`config.mk`:
```
export PLATFORM = sky130hd
export DESIGN_NAME = salc_finish
export DESIGN_NICKNAME = d
export VERILOG_FILES = /design/src/hdl/salc_pkg.sv /design/src/hdl/salc_finish.sv
export SDC_FILE = /design/constraint.sdc
export NUM_CORES = 1
export LEC_CHECK = 0
export ABC_AREA = 1
export BUFFER_PORTS_ARGS = -buffer_cell sky130_fd_sc_hd__buf_2
export CAP_MARGIN = 10
export CORE_MARGIN = 3
export CORE_UTILIZATION = 43
export DETAILED_ROUTE_END_ITERATION = 6
export PLACE_DENSITY_LB_ADDON = 0.1
export SLEW_MARGIN = 30
export SYNTH_ARGS = -nofsm -noshare
export SYNTH_HDL_FRONTEND = slang
export SYNTH_SLANG_ARGS = --single-unit
```
`constraint.sdc`:
```
create_clock -name clk -period 2.4 [get_ports clk]
set_input_delay 0.48 -clock clk [delete_from_list [all_inputs] [get_ports clk]]
set_output_delay 0.48 -clock clk [all_outputs]
set_load 0.01 [all_outputs]
```
`src/hdl/salc_pkg.sv`:
```
// Shared types, constants and the arctangent table for the segment classifier.
package salc_pkg;

	localparam int IN_W     = 12;   // width of one endpoint coordinate field
	localparam int ANG_W    = 15;
	localparam int LEN_W    = 17;
	localparam int THR_W    = 13;
	localparam int T_W      = 13;   // first-quadrant angle, 0..5760
	localparam int ZW       = 25;   // angle accumulator, degrees * 2^16, signed
	localparam int ANG_FRAC = 16;
	localparam int ATAN_LEN = 24;

	localparam logic [THR_W-1:0] THR_RESET = 13'd640;
	localparam logic [T_W-1:0]   T_90      = 13'd5760;
	localparam logic [ANG_W-1:0] ANG_90    = 15'd5760;
	localparam logic [ANG_W-1:0] ANG_180   = 15'd11520;
	localparam logic [LEN_W-1:0] LEN_MAX   = 17'h1FFFF;

	// Segment class decided up front and carried along the chain.
	typedef struct packed {
		logic zero_vec;  // both endpoints equal
		logic vert;      // dx zero, dy nonzero
		logic horiz;     // dy zero, dx nonzero
		logic dx_neg;    // end lies left of start
	} salc_case_t;

	// atan(2^-i) in degrees * 65536, rounded to nearest
	function automatic logic signed [ZW-1:0] atan_entry(input int unsigned i);
		logic signed [ZW-1:0] v;
		unique case (i)
			0:  v = 25'sd2949120;
			1:  v = 25'sd1740967;
			2:  v = 25'sd919879;
			3:  v = 25'sd466945;
			4:  v = 25'sd234379;
			5:  v = 25'sd117304;
			6:  v = 25'sd58666;
			7:  v = 25'sd29335;
			8:  v = 25'sd14668;
			9:  v = 25'sd7334;
			10: v = 25'sd3667;
			11: v = 25'sd1833;
			12: v = 25'sd917;
			13: v = 25'sd458;
			14: v = 25'sd229;
			15: v = 25'sd115;
			16: v = 25'sd57;
			17: v = 25'sd29;
			18: v = 25'sd14;
			19: v = 25'sd7;
			20: v = 25'sd4;
			21: v = 25'sd2;
			22: v = 25'sd1;
			default: v = 25'sd0;
		endcase
		return v;
	endfunction

endpackage

```
`src/hdl/salc_finish.sv`:
```
// Tail stages: angle rounding and quadrant mapping, length rounding, vertical flag.
module salc_finish import salc_pkg::*; #(
	parameter int SW = 34
) (
	input  logic                 clk,
	input  logic                 arst_n,
	input  logic                 adv,
	input  logic                 v_in,
	input  salc_case_t           case_in,
	input  logic signed [ZW-1:0] z_in,
	input  logic [SW-1:0]        r_in,
	input  logic [SW-1:0]        rem_in,
	input  logic [THR_W-1:0]     thr,
	output logic                 v_out,
	output logic [ANG_W-1:0]     angle_s2,
	output logic [LEN_W-1:0]     length_s2,
	output logic                 near_vertical_s2
);

	logic signed [ZW-1:0] zr;
	logic [T_W-1:0]       t_d;
	logic [SW-1:0]        lr;
	logic [LEN_W-1:0]     len_d;

	logic                 v_s1;
	salc_case_t           case_s1;
	logic [T_W-1:0]       t_s1;
	logic [LEN_W-1:0]     len_s1;

	logic                 general;
	logic [T_W-1:0]       t_eff;
	logic [T_W-1:0]       dev;
	logic [ANG_W-1:0]     ang_d;
	logic                 is180;

	// round to 1/64 degree, clamp to the first quadrant; round the root to nearest
	always_comb begin
		zr = (z_in + ZW'(512)) >>> 10;
		if (zr < 0) begin
			t_d = '0;
		end else if (zr > ZW'(T_90)) begin
			t_d = T_90;
		end else begin
			t_d = zr[T_W-1:0];
		end
		lr = r_in + SW'(rem_in > r_in);
		len_d = (lr > SW'(LEN_MAX)) ? LEN_MAX : lr[LEN_W-1:0];
	end

	// deviation from vertical is 90 - t in every case the segment can take
	always_comb begin
		general = !(case_s1.zero_vec || case_s1.vert || case_s1.horiz);
		if (case_s1.vert) begin
			t_eff = T_90;
		end else if (general) begin
			t_eff = t_s1;
		end else begin
			t_eff = '0;
		end
		if (general && case_s1.dx_neg) begin
			ang_d = ANG_180 - ANG_W'(t_eff);
		end else begin
			ang_d = ANG_W'(t_eff);
		end
		is180 = general && case_s1.dx_neg && (t_s1 == '0);
		dev = T_90 - t_eff;
	end

	always_ff @(posedge clk or negedge arst_n) begin
		if (!arst_n) begin
			v_s1 <= 1'b0;
			v_out <= 1'b0;
		end else if (adv) begin
			v_s1 <= v_in;
			v_out <= v_s1;
		end
	end

	always_ff @(posedge clk) begin
		if (adv) begin
			case_s1 <= case_in;
			t_s1 <= t_d;
			len_s1 <= len_d;
			angle_s2 <= ang_d;
			length_s2 <= len_s1;
			near_vertical_s2 <= !is180 && (dev < thr);
		end
	end

endmodule

```
=== After elaboration in Yosys (flattened, before gate mapping) ===
Cells that the tools add are included.

* Output and inout port bits: 34
* Input port bits: 114
* Latch bits: 0
* Logic and storage cells: 35
* ROM bits: 0
* Memory bits (writable): 0
* Memories kept: 0
* Flip-flop bits (word level): 69

* Shift operators: 0
* Multiply operators: 0
* Add/sub/neg operators: 4
* Multiplexer cells: 4
* Bitwise operators: 0
* Reduce and logical (&&, ||, !) cells: 9
* Magnitude comparators: 5
* Div/mod/pow operators: 0
* Equality and inequality tests: 0

{| class="wikitable"
|+ Operator list
! operator !! number
|-
| 2-to-1 mux 13 bit || 4
|-
| adder 34 x 1 -> 34 bit || 1
|-
| greater-than comparator 34 x 17 -> 1 bit (second input constant) || 1
|-
| greater-than comparator 34 bit || 1
|-
| adder 25 x 11 -> 25 bit (second input constant) || 1
|-
| greater-than comparator 25 x 13 -> 1 bit (second input constant) || 1
|-
| < comparator 15 x 1 -> 1 bit (second input constant) || 1
|-
| subtractor 14 x 13 -> 15 bit (first input constant) || 1
|-
| zero test 13 bit || 1
|-
| < comparator 13 bit || 1
|-
| subtractor 13 bit (first input constant) || 1
|-
| logical AND 1 bit || 3
|-
| zero test 1 bit || 2
|-
| logical OR 1 bit || 2
|-
| OR reduction 2 bit || 1
|}

=== Depth between registers and ports, before layout ===
* Depth in word-level cells: 7
* Depth in mapped cells: 27
* Mapped depth without buffers: 26

=== Worst setup path after synthesis ===
Ideal clock, no wire load.

* Path kind: in2reg
* Start point: input port r_in[25]
* End point: register len_s1[6] (data pin)
* Cell stages on the path: 24
* Slack: -927 ps
* Setup time: 260 ps
* Required time: 2140 ps
* Arrival: 3067 ps
* Buffers on the path: 1
* Cell sequence: inv_1 ha_1 nand2_1 nor2_1 nand4_1 nor3_1 o2111ai_1 nand3_1 nand2_1 inv_1 ha_1 ha_1 nand2_2 nor2_4 nand2_1 nor2_2 nand2_1 nand2_1 nand2_1 nor2_1 nand2_1 nor2_4 buf_6 nand3_1

* Longest elaborated chain between the ends: 3

{| class="wikitable"
|+ Ends and longest elaborated chain
! element !! RTL line !! RTL
|-
| start, declared || salc_finish.sv:11 || <nowiki>input logic [SW-1:0] r_in,</nowiki>
|-
| greater-than comparator 34 bit || salc_finish.sv:46 || <nowiki>lr = r_in + SW'(rem_in > r_in);</nowiki>
|-
| adder 34 x 1 -> 34 bit (*) || salc_finish.sv:46 ||
|-
| greater-than comparator 34 x 17 -> 1 bit || salc_finish.sv:47 || <nowiki>len_d = (lr > SW'(LEN_MAX)) ? LEN_MAX : lr[LEN_W-1:0];</nowiki>
|-
| end signal, assigned || salc_finish.sv:83 || <nowiki>len_s1 <= len_d;</nowiki>
|-
| end, declared || salc_finish.sv:28 || <nowiki>logic [LEN_W-1:0] len_s1;</nowiki>
|}

Mark *: on every way between the ends. The rest lies on a longest branch, timed or not.
A chain may end at the register's enable or synchronous reset.

=== Final worst setup path ===
* Start point: input port r_in[23]
* End point: register len_s1[14] (data pin)

The elaborated chain is that of the path after synthesis.

==> run_results.csv <==
group,metric,value,unit
run_status,status,"finished with violations",
global_route,antenna_found_initial,0,
floorplan,die-area,0.01445,mm2
run_status,violations,"negative setup slack",
timing,fin_crit_sh,142.8,%
worst_setup_path,reg2reg_setup_slack,-0.33,ns
timing,fmax,0.2918,GHz
worst_setup_path,worstSetupPathType,"in -> reg",
placed_design,place_ws,-1.480,ns
worst_setup_path,crit_path_max_incr_delay,0.26,ns
timing,setup_slack,-1.027,ns
detailed_routing,drtAntennaViolNets,0,
yosys,synth_area,0.005610,mm2
power,p_leak,4.393,nW
layout,final_common_cell,"nand2_1",
clock_network,path_clk_slew,0.05,ns
yosys,ys_warn_count,0,
clock_network,root_buffer,"clkbuf_16",
clock_network,clock-sinks,68,
worst_setup_path,endpoint,"len_s1[14]$_SDFFCE_PN1P_",
detailed_routing,met1_length,7697,um
power,power.density,466.0,mW/mm2
layout,nets,1218,
clock_network,clk_latency,0.33,ns
detailed_routing,wl_met3,808,um
global_route,grt_first_pass_wirelength,26410,um
placed_design,gp_congestion,0.9408,
detailed_routing,routed.top_layer,"met4",
placed_design,hpwl,13350,um
worst_setup_path,rr_endpoint,"near_vertical_s2$_DFFE_PP_",
clock_network,cts_inserted_buffers,9,
worst_setup_path,crit_start,"r_in[23]",
clock_network,cts.path.max_buffers,2,
worst_setup_path,reg2reg_from,"case_s1[2]$_DFFE_PP_",
global_route,grt_pass1_vias,5669,
layout,fin_cells,1231,
worst_setup_path,startpoint_type,"primary input",
clock_network,cts_tree,"yes",
detailed_routing,first_pass_iters,5,
worst_setup_path,cp.required,2.47,ns
timing,tightest_slew,0.5004,ns
timing,slew_headroom,66.52,%
floorplan,top_level_ports,148,
floorplan,die_h,120.2,um
global_route,grt_overflow,0,
timing,hold_violations,0,
detailed_routing,wirelength,16660,um
worst_setup_path,crit_path_max_fanout,5,
global_route,grt_max_degree,71,
hold_path,hp-class,"in -> reg",
detailed_routing,wl_met2,7835,um
detailed_routing,drt_first_iter_violations,335,
detailed_routing,vias,5974,
layout,antenna_cells,0,
worst_setup_path,cp-end-kind,"flop",
timing,setup_violations,18,
yosys,synth_cell_types,38,
timing,fin_skew,0.002780,ns
detailed_routing,via_per_inst,4.853,
worst_setup_path,critical_path_arrival,3.50,ns
yosys,synth_seq_area_share,36.22,%
timing,finalMaxSlewViolations,0,
layout,drive_above_1_share,40.98,%
placed_design,io_buffers,137,
placed_design,dp_cells,1191,
yosys,synth_area_per_cell,7.392,um2
run,maxCapViolations,0,
floorplan,coreArea,0.01267,mm2
detailed_routing,drcViolationCount,0,
yosys,syn-instance-count,759,
floorplan,start_util,44.28,%
layout,syn_to_final_growth,57.18,%
worst_setup_path,crit_top_cell,"nor2_4",
clock_network,htreeDepth,3,
global_route,grtUsageTotal,22.70,%
worst_setup_path,slowest_stage,"ha_4",
floorplan,die_x,120.2,um
detailed_routing,detail_route.wl_per_cell,13.53,um
yosys,ys_seq_elements,68,
yosys,synth_nets,923,
power,ir_worst_vdd,0.3659,mV
timing,rsz0062_at_grt,"true",
floorplan,rows,41,
worst_setup_path,rr_worst_depth,15,
timing,min_period,3.427,ns
layout,final_cell_mix,"199 x nand2_1, 138 x buf_4, 128 x buf_2, 103 x inv_1, 72 x nor2_1",
-- where the power goes --
| part | switching (mW) | internal (mW) | leakage, nW |
|---|---|---|---|
| logic | 0.578 | 0.503 | 3.53 |
| registers | 0.0247 | 1.39 | 0.680 |
| clock network | 0.492 | 1.13 | 0.180 |
-- layer usage --
metal	track usage (%)	vias to the layer above
li1	-	3063
met1	31.93	2720
met2	35.90	163
met3	3.274	28
met4	8.074	0
met5	0	-
-- what timing repair did --
| action | in CTS | in global routing |
|---|---|---|
| gates resized for setup | 66 | 60 |
| endpoints found under the hold margin | 2 | 0 |
| gates cloned | 2 | 1 |
| pin swaps | 49 | 59 |
| endpoints found under the setup margin | 18 | 19 |
| setup buffers | 15 | 7 |
| hold buffers | 1 | 0 |
-- final cells by class --
class	count	area, um2
Multi-Input combinational cell	559	3670
Sequential cell	68	2032
Timing Repair Buffer	288	2017
Clock buffer	9	225.2
Inverter	128	513.0
Tap cell	172	215.2
Clock inverter	7	146.4
Fill cell	1023	3852
-- worst max-delay path: cells and delay by family --
family,cells,cell delay (ns)
and+or+nand+nor,17,1.80
adders and majority gates,3,0.55
buffers and inverters,5,0.52
AOI/OAI and AO/OA,1,0.15
-- synthesized netlist by cell type (all sizes together) --
cell type | n | area (um2)
nor3 | 13 | 76.33
ha | 50 | 625.6
o211ai | 1 | 7.510
o21a | 1 | 7.510
clkinv | 1 | 3.750
buf | 3 | 30.03
dfrtp | 2 | 50.05
xnor2 | 3 | 26.28
a211oi | 2 | 15.01
nand2 | 218 | 838.3
nand4 | 16 | 100.1
clkbuf | 1 | 3.750
conb | 1 | 3.750
o21bai | 2 | 15.01
xor2 | 26 | 227.7
o21ai | 23 | 118.9
nand3 | 68 | 345.3
nor2 | 99 | 457.9
nor4 | 2 | 12.51
a21oi | 27 | 135.1
nand3b | 3 | 22.52
edfxtp | 66 | 1982
a21o | 1 | 7.510
inv | 127 | 476.7
and3 | 1 | 6.260
o2111ai | 1 | 8.760
or2 | 1 | 6.260
-- cell families (layout without fill, tap and decap cells) --
family / Yosys count / in the layout / share of synthesized area (%)
adder cells (fa/ha/maj): 50 / 50 / 11.15
buffers and inverters: 132 / 432 / 9.166
XOR/XNOR: 29 / 29 / 4.527
AO/OA/AOI/OAI: 58 / 58 / 5.620
other: 1 / 1 / 0.06684
AND/OR/NAND/NOR: 421 / 421 / 33.25
flip-flops: 68 / 68 / 36.22
-- state kept, by name (all words and copies together) (netlist names) --
name / count
angle_s2: 14
case_s1: 4
len_s1: 17
length_s2: 17
near_vertical_s2: 1
t_s1: 13
v_out: 1
v_s1: 1
-- through the flow --
step	area [um2]	TNS, ns	total power, mW	util [%]	hold slack [ns]
2_1_floorplan	5788	-13.78	1.879	-	0.1844
3_3_place_gp	7646	-24.06	2.327	60.34	0.2641
3_5_place_dp	7646	-25.35	2.349	60.34	0.2675
4_1_cts	8516	-16.55	4.045	67.21	0.3098
5_1_grt	8818	-20.54	4.316	69.60	0.3192
6_report	8818	-17.39	4.109	69.60	0.3247
-- how the worst min path moves through the flow --
stage	depth (start not counted)	start	slack, ns	endpoint
5_1_grt	1	case_in[2]	0.32	case_s1[2]$_DFFE_PP_
4_1_cts	1	case_in[2]	0.31	case_s1[2]$_DFFE_PP_
3_5_place_dp	1	arst_n	0.27	v_s1$_DFFE_PN0P_
3_3_place_gp	1	arst_n	0.26	v_out$_DFFE_PN0P_
6_report	1	case_in[2]	0.32	case_s1[2]$_DFFE_PP_
2_1_floorplan	0	arst_n	0.18	v_out$_DFFE_PN0P_
No activity file was read; power rests on OpenSTA's default activity.
