## src/hdl/salc_pkg.sv

```systemverilog
// Shared types, constants and the arctangent table for the segment classifier.
package salc_pkg;

	localparam int IN_W     = 12;   // width of one endpoint coordinate field
	localparam int ANG_W    = 15;
	localparam int LEN_W    = 17;
	localparam int THR_W    = 13;
	localparam int T_W      = 13;   // first-quadrant angle, 0..5760
	localparam int ZW       = 25;   // angle accumulator, degrees * 2^16, signed
	localparam int ANG_FRAC = 16;
	localparam int ATAN_LEN = 24;

	localparam logic [THR_W-1:0] THR_RESET = 13'd640;
	localparam logic [T_W-1:0]   T_90      = 13'd5760;
	localparam logic [ANG_W-1:0] ANG_90    = 15'd5760;
	localparam logic [ANG_W-1:0] ANG_180   = 15'd11520;
	localparam logic [LEN_W-1:0] LEN_MAX   = 17'h1FFFF;

	// Segment class decided up front and carried along the chain.
	typedef struct packed {
		logic zero_vec;  // both endpoints equal
		logic vert;      // dx zero, dy nonzero
		logic horiz;     // dy zero, dx nonzero
		logic dx_neg;    // end lies left of start
	} salc_case_t;

	// atan(2^-i) in degrees * 65536, rounded to nearest
	function automatic logic signed [ZW-1:0] atan_entry(input int unsigned i);
		logic signed [ZW-1:0] v;
		unique case (i)
			0:  v = 25'sd2949120;
			1:  v = 25'sd1740967;
			2:  v = 25'sd919879;
			3:  v = 25'sd466945;
			4:  v = 25'sd234379;
			5:  v = 25'sd117304;
			6:  v = 25'sd58666;
			7:  v = 25'sd29335;
			8:  v = 25'sd14668;
			9:  v = 25'sd7334;
			10: v = 25'sd3667;
			11: v = 25'sd1833;
			12: v = 25'sd917;
			13: v = 25'sd458;
			14: v = 25'sd229;
			15: v = 25'sd115;
			16: v = 25'sd57;
			17: v = 25'sd29;
			18: v = 25'sd14;
			19: v = 25'sd7;
			20: v = 25'sd4;
			21: v = 25'sd2;
			22: v = 25'sd1;
			default: v = 25'sd0;
		endcase
		return v;
	endfunction

endpackage

```

## src/hdl/salc_cell.sv

```systemverilog
// One chain cell: a CORDIC vectoring step and a square-root digit step, each enabled by a parameter.
module salc_cell import salc_pkg::*; #(
	parameter int IDX       = 0,
	parameter int XW        = 31,
	parameter int SW        = 34,
	parameter int RB        = 17,
	parameter bit CORDIC_ON = 1'b1,
	parameter bit SQRT_ON   = 1'b1
) (
	input  logic                 clk,
	input  logic                 arst_n,
	input  logic                 adv,
	input  logic                 v_in,
	input  salc_case_t           case_in,
	input  logic signed [XW-1:0] x_in,
	input  logic signed [XW-1:0] y_in,
	input  logic signed [ZW-1:0] z_in,
	input  logic [SW-1:0]        r_in,
	input  logic [SW-1:0]        rem_in,
	output logic                 v_out,
	output salc_case_t           case_out,
	output logic signed [XW-1:0] x_out,
	output logic signed [XW-1:0] y_out,
	output logic signed [ZW-1:0] z_out,
	output logic [SW-1:0]        r_out,
	output logic [SW-1:0]        rem_out
);

	localparam int SH = SQRT_ON ? 2 * (RB - 1 - IDX) : 0;
	localparam logic [SW-1:0] BIT_C = SW'(1) << SH;
	localparam logic signed [ZW-1:0] ATAN_C = atan_entry(IDX);

	logic signed [XW-1:0] xs, ys, x_d, y_d;
	logic signed [ZW-1:0] z_d;
	logic [SW-1:0]        trial, r_d, rem_d;

	always_comb begin
		xs = x_in >>> IDX;
		ys = y_in >>> IDX;
		x_d = x_in;
		y_d = y_in;
		z_d = z_in;
		if (CORDIC_ON) begin
			// rotate toward the x axis
			if (y_in > 0) begin
				x_d = x_in + ys;
				y_d = y_in - xs;
				z_d = z_in + ATAN_C;
			end else begin
				x_d = x_in - ys;
				y_d = y_in + xs;
				z_d = z_in - ATAN_C;
			end
		end
	end

	always_comb begin
		trial = r_in + BIT_C;
		r_d = r_in;
		rem_d = rem_in;
		if (SQRT_ON) begin
			if (rem_in >= trial) begin
				rem_d = rem_in - trial;
				r_d = (r_in >> 1) + BIT_C;
			end else begin
				r_d = r_in >> 1;
			end
		end
	end

	always_ff @(posedge clk or negedge arst_n) begin
		if (!arst_n) begin
			v_out <= 1'b0;
		end else if (adv) begin
			v_out <= v_in;
		end
	end

	always_ff @(posedge clk) begin
		if (adv) begin
			case_out <= case_in;
			x_out <= x_d;
			y_out <= y_d;
			z_out <= z_d;
			r_out <= r_d;
			rem_out <= rem_d;
		end
	end

endmodule

```

## config.mk

```make
export PLATFORM = sky130hd
export DESIGN_NAME = salc_cell
export DESIGN_NICKNAME = d
export VERILOG_FILES = /design/src/hdl/salc_pkg.sv /design/src/hdl/salc_cell.sv
export SDC_FILE = /design/constraint.sdc
export NUM_CORES = 1
export LEC_CHECK = 0
export ABC_CLOCK_PERIOD_IN_PS = 900
export BUFFER_PORTS_ARGS = -buffer_cell sky130_fd_sc_hd__buf_2
export CORE_MARGIN = 2
export CORE_UTILIZATION = 50
export DETAILED_ROUTE_END_ITERATION = 12
export GPL_ROUTABILITY_DRIVEN = 0
export PLACE_DENSITY = 0.76
export SYNTH_ARGS = -nofsm -noshare
export SYNTH_HDL_FRONTEND = slang
export SYNTH_SLANG_ARGS = --single-unit
```

## constraint.sdc

```tcl
create_clock -name clk -period 0.9 [get_ports clk]
set_input_delay 0.045 -clock clk [delete_from_list [all_inputs] [get_ports clk]]
set_output_delay 0.045 -clock clk [all_outputs]
set_load 0.01 [all_outputs]
```

==> results_dict.tcl, run 1 <==
set metrics [dict create \
    cts.sinks 159 \
    placed_cells 2382 \
    std_cell_rows 58 \
    grt_usage_pct 75.9 \
    yosysMostFrequentCell "edfxtp_1" \
    syn_area_mm2 0.0126 \
    status "did not finish" \
    endpoint_type "sequential cell input" \
    io_pins 323 \
    ys_seq_area_share_pct 37.8 \
    die_w_um 163 \
    start_util_pct 50.5 \
    synth_warnings 0 \
    htree_num_levels 4 \
    haltStage "global routing" \
    grt_remaining_overflow 6 \
    syn-num-nets 1666 \
    synth_common_cells "edfxtp_1 (158), inv_1 (139), a21oi_1 (133), ha_1 (131), o21ai_0 (112)" \
    synthArstFlopShare_pct 0.629 \
    yosysTopAreaCellShare_pct 37.6 \
    netlist_instances 1367 \
    synthTopCellsByArea "edfxtp_1 (38%), ha_1 (13%), xnor2_1 (5.5%), a21oi_1 (5.3%), o21ai_0 (4.4%)" \
    synth.avg_cell_area_um2 9.22 \
    synth-main-ff-cell "edfxtp_1" \
    hpwl_um 35300 \
    ys_types 67 \
    die_h_um 163 \
    synth_edf_count 158 \
    grt_start_max_net_pins 58 \
    cts_buffers 17 \
    portBuffers 322 \
    crit_endpoint "rem_out[3]$_DFFE_PP_/D" \
    synth_top_area_cell "edfxtp_1" \
    clockBufferDepth 2 \
    antenna_found_initial 14 \
    cts_root_buf "clkbuf_16" \
    ys_seq_elements 159 \
    error "[ERROR GRT-0232] Routing congestion too high. Check the congestion heatmap in the GUI." \
]
logic make-up after synthesis:
kind of cell,share of synthesized area [%]
adder cells (fa/ha/maj),13.8
AND/OR/NAND/NOR,11.1
flip-flops,37.8
AO/OA/AOI/OAI,23.0
XOR/XNOR,6.67
buffers and inverters,6.08
multiplexers,1.60
per-stage QoR:
stage	cell area (µm²)	setup TNS, ns	setup WS [ns]
CTS	21400	-149.57	-1.65
detailed placement	18400	-191.48	-2.27
global placement	18400	-184.99	-2.16
floorplan	13600	-135.17	-1.98
metal layers:
| layer | GRT overflow | GRT usage [%] |
|---|---|---|
| met1 | 0 | 73.2 |
| met2 | 1 | 92.1 |
| met3 | 2 | 65.5 |
| met4 | 3 | 75.7 |
| met5 | 0 | 25.4 |
repair_timing:
item / 4_1_cts
gates resized for setup: 266
gates cloned: 6
buffers inserted: 46
endpoints found under the hold margin: 84
endpoints found under the setup margin: 264
hold buffers: 84
pin swaps: 140
==> run 2: changes to the inputs <==
CORE_UTILIZATION = 35   (was 50)
PLACE_DENSITY = default   (was 0.76)
PLACE_DENSITY_LB_ADDON = 0.15   (was default)
==> results_dict.tcl, run 2 <==
set metrics [dict create \
    remaining_drc_errors 0 \
    vias 13906 \
    critPathKind "in2reg" \
    worstPathRequired_ns 1.10 \
    vias_per_cell 5.05 \
    core_area_mm2 0.0355 \
    clock-skew-final_ns 0 \
    seqPwrFrac_pct 31.1 \
    portBuffers 322 \
    clk_pin_slew_ns 0.07 \
    clockBufferDepth 2 \
    yosysMostFrequentCell "edfxtp_1" \
    cp-end-kind "flop" \
    worstPathArrival_ns 2.70 \
    tightest_slew_ns 0.670 \
    nets 2577 \
    drive_above_1_share_pct 53.2 \
    min-delay-start "adv" \
    switching_share_pct 35.1 \
    setup_slack_ns -1.60 \
    worstSkewPairLatency_ns 0.45 \
    synth_top_area_cell "edfxtp_1" \
    design_area_mm2 0.0231 \
    critical-path-top-delay-family "compound AO/OA/AOI/OAI gates" \
    startpoint "rem_in[6]" \
    cpMostUsedCell "a2111oi_4" \
    die_area_mm2 0.0375 \
    antenna_found_initial 4 \
    rsz0062_at_grt "true" \
    yosysTopAreaCellShare_pct 37.6 \
    slew_headroom_pct 55.0 \
    intPower_mw 20.3 \
    place_ws_ns -2.36 \
    cts_root_buf "clkbuf_16" \
    drv_cap 0 \
    io_pins 323 \
    violations "negative hold slack, negative setup slack" \
    slowest_stage "a211o_1" \
    ys_seq_area_share_pct 37.8 \
    final_common_cell "buf_4" \
    crit_chain "buf_2 -> ha_2 -> a211o_1 -> a2111oi_4 -> o21ai_2 -> o211ai_4 -> a2111oi_4 -> or2_1 -> o41ai_4 -> buf_6 -> buf_12 -> mux2_4" \
    wl_per_cell_um 18.0 \
    reg.largest.list "r_out x34, rem_out x34, x_out x31" \
    nFillCells 2805 \
    critPathBufInv 3 \
    drtAntennaViolNets 0 \
    status "finished, violations left" \
    cellLeakagePower_nw 10.5 \
    crit_path_start_kind "input pin" \
    synth.avg_cell_area_um2 9.22 \
    grt_start_max_net_pins 33 \
    drt_pass1_iterations 5 \
    worstHoldPathType "in2reg" \
    crit_path_max_fanout 5 \
    placed_cells 2550 \
    final_cell_mix "buf_4 (443), buf_2 (301), edfxtp_1 (158), inv_1 (113), ha_1 (100)" \
    max_freq_mhz 401 \
    period_share_pct 277 \
    syn-num-nets 1666 \
    die_h_um 194 \
    slew_violations 0 \
    r2r_start "v_out$_DFFE_PN0P_" \
    tritoncts "yes" \
    ys_types 67 \
    hpwl_um 35900 \
    crit_path_max_incr_delay_ns 0.36 \
    cts.sinks 159 \
    grt_remaining_overflow 0 \
    syn_area_mm2 0.0126 \
    synthArstFlopShare_pct 0.629 \
    routed_wl_um 49500 \
    synth_warnings 0 \
    grt_usage_pct 24.8 \
    switching_power_mw 11.0 \
    place_area_mm2 0.0188 \
    synth_common_cells "edfxtp_1 (158), inv_1 (139), a21oi_1 (133), ha_1 (131), o21ai_0 (112)" \
    synth-main-ff-cell "edfxtp_1" \
    start_util_pct 35.5 \
    netlist_instances 1367 \
    ys_seq_elements 159 \
    htree_num_levels 4 \
    grt_pass1_wl_um 74200 \
    synth_edf_count 158 \
    fin_cells 2756 \
    power_frac_comb_pct 45.1 \
    ir_drop_uv 1460 \
    die_w_um 194 \
    grt_pass1_vias 14197 \
    syn2layout_area_growth_pct 83.0 \
    cts_buffers 17 \
    p_clk_share_pct 23.8 \
    holdWs_ns -0.00304 \
    power_per_cell_area_mw_per_mm2 1360 \
    hold_violations 1 \
    finalSetupViolCount 264 \
    period_needed_ns 2.50 \
    std_cell_rows 69 \
    synthTopCellsByArea "edfxtp_1 (38%), ha_1 (13%), xnor2_1 (5.5%), a21oi_1 (5.3%), o21ai_0 (4.4%)" \
    initialDrtViolationCount 821 \
]
-- run 2: power by group through the flow --
| stage | Clock (mW) | Combinational [mW] | Sequential (mW) |
|---|---|---|---|
| final | 7.45 | 14.1 | 9.73 |
| after global routing | 7.89 | 15.1 | 9.83 |
| after detailed placement | 0 | 11.0 | 9.88 |
| after global placement | 0 | 10.9 | 9.88 |
| after CTS | 7.59 | 12.8 | 9.74 |
| after floorplan | 0 | 5.12 | 10.4 |
-- run 2: path summary, 6_finish.rpt --
check | depth (start not counted) | end | slack, ns
max | 12 | rem_out[23]$_DFFE_PP_ | -1.60
min | 2 | x_out[19]$_DFFE_PP_ | -0.003
max reg2reg | 1 | v_out$_DFFE_PN0P_ | 0.15
min reg2reg | 1 | v_out$_DFFE_PN0P_ | 0.52
max in group asynchronous | 3 | v_out$_DFFE_PN0P_ | 0.36
min in group asynchronous | 3 | v_out$_DFFE_PN0P_ | 0.44
-- run 2: metrics by stage --
stage	TNS [ns]	hold WS, ns	utilization, %	power (mW)
2_1_floorplan	-135.17	-0.251	-	15.6
3_3_place_gp	-193.08	-0.171	53.0	20.8
3_5_place_dp	-196.44	-0.173	53.0	20.8
4_1_cts	-149.49	0.000169	62.1	30.2
5_1_grt	-159.23	0.00884	65.0	32.8
6_report	-145.75	-0.00304	65.0	31.3
-- run 2: layout make-up --
cell class / instances / area, µm² / share of cell area (%)
Tap cell: 461 / 577 / 2.50
Inverter: 144 / 631 / 2.73
Multi-Input combinational cell: 1007 / 9140 / 39.7
Clock inverter: 15 / 164 / 0.711
Timing Repair Buffer: 949 / 7340 / 31.8
Sequential cell: 159 / 4770 / 20.7
Clock buffer: 17 / 425 / 1.84
Antenna cell: 4 / 10.0 / 0.0434
-- run 2: per-layer routing --
| layer | part of all wire, % | vias up | GRT usage (%) |
|---|---|---|---|
| met5 | 0 | - | 0 |
| met1 | 42 | 6669 | 29.9 |
| li1 | - | 6759 | - |
| met2 | 51 | 413 | 44.8 |
| met4 | 2.6 | 0 | 8.17 |
| met3 | 4.7 | 65 | 4.11 |
-- run 2: timing repair --
action,4_1_cts,5_1_grt
resized for setup,273,190
setup buffers,50,40
setup endpoints to repair,264,269
pin swaps,123,130
gates cloned,3,6
hold buffers,92,0
endpoints found under the hold margin,90,0
-- run 2: logic make-up (layout without fill, tap and decap cells) --
kind of cell | Yosys count | after routing | share of synthesized area, %
xor+xnor | 96 | 96 | 6.67
mux | 19 | 19 | 1.60
buf+inv | 201 | 1125 | 6.08
other cells | 0 | 4 | 0
fa+ha+maj | 136 | 136 | 13.8
flops | 159 | 159 | 37.8
compound gates | 455 | 455 | 23.0
simple gates | 301 | 301 | 11.1
Power figures use the tool's default switching activity.
==> run 3: changes to the inputs <==
ABC_AREA = 1   (was default)
CORE_UTILIZATION = 57   (was 35)
==> results_dict.tcl, run 3 <==
set metrics [dict create \
    synth-main-ff-cell "edfxtp_1" \
    status "did not finish" \
    std_cell_rows 59 \
    synth.avg_cell_area_um2 6.72 \
    ys_types 35 \
    haltStage "clock tree synthesis" \
    cts_resized 458 \
    error "[ERROR DPL-0038] Utilization greater than 100%, impossible to legalize" \
    synth_common_cells "nand2_1 (750), inv_1 (384), nand3_1 (175), nor2_1 (168), edfxtp_1 (158)" \
    place_area_mm2 0.0215 \
    die_w_um 165 \
    syn-num-nets 2508 \
    clockBufferDepth 2 \
    cts.sinks 159 \
    io_pins 323 \
    synthTopCellsByArea "edfxtp_1 (32%), nand2_1 (19%), ha_1 (11%), inv_1 (9.7%), nand3_1 (5.9%)" \
    hpwl_um 45200 \
    yosysMostFrequentCell "nand2_1" \
    synth_edf_count 158 \
    yosysTopAreaCellShare_pct 32.0 \
    placed_cells 3203 \
    ys_seq_elements 159 \
    cts_root_buf "clkbuf_16" \
    netlist_instances 2209 \
    cts_setup_buffers 80 \
    synth_warnings 0 \
    htree_num_levels 4 \
    cts_buffers 17 \
    die_h_um 165 \
    ctsHoldBuffers 86 \
    ys_seq_area_share_pct 32.1 \
    synth_top_area_cell "edfxtp_1" \
    portBuffers 322 \
    synthArstFlopShare_pct 0.629 \
    syn_area_mm2 0.0148 \
    start_util_pct 57.5 \
]
## run 3: per-stage QoR
step | util, % | TNS (ns) | hold slack [ns] | worst slack [ns]
2_1_floorplan | - | -63.01 | -0.251 | -1.04
3_3_place_gp | 83.3 | -113.53 | -0.181 | -1.38
3_5_place_dp | 83.3 | -119.69 | -0.177 | -1.49
## run 3: kinds of logic after synthesis
logic type | synth area share (%)
muxes | 0.0758
xor gates and xnor gates | 3.30
AOI/OAI and AO/OA | 9.24
and+or+nand+nor | 32.1
buffers and inverters | 11.5
DFF | 32.1
adders and majority gates | 11.7
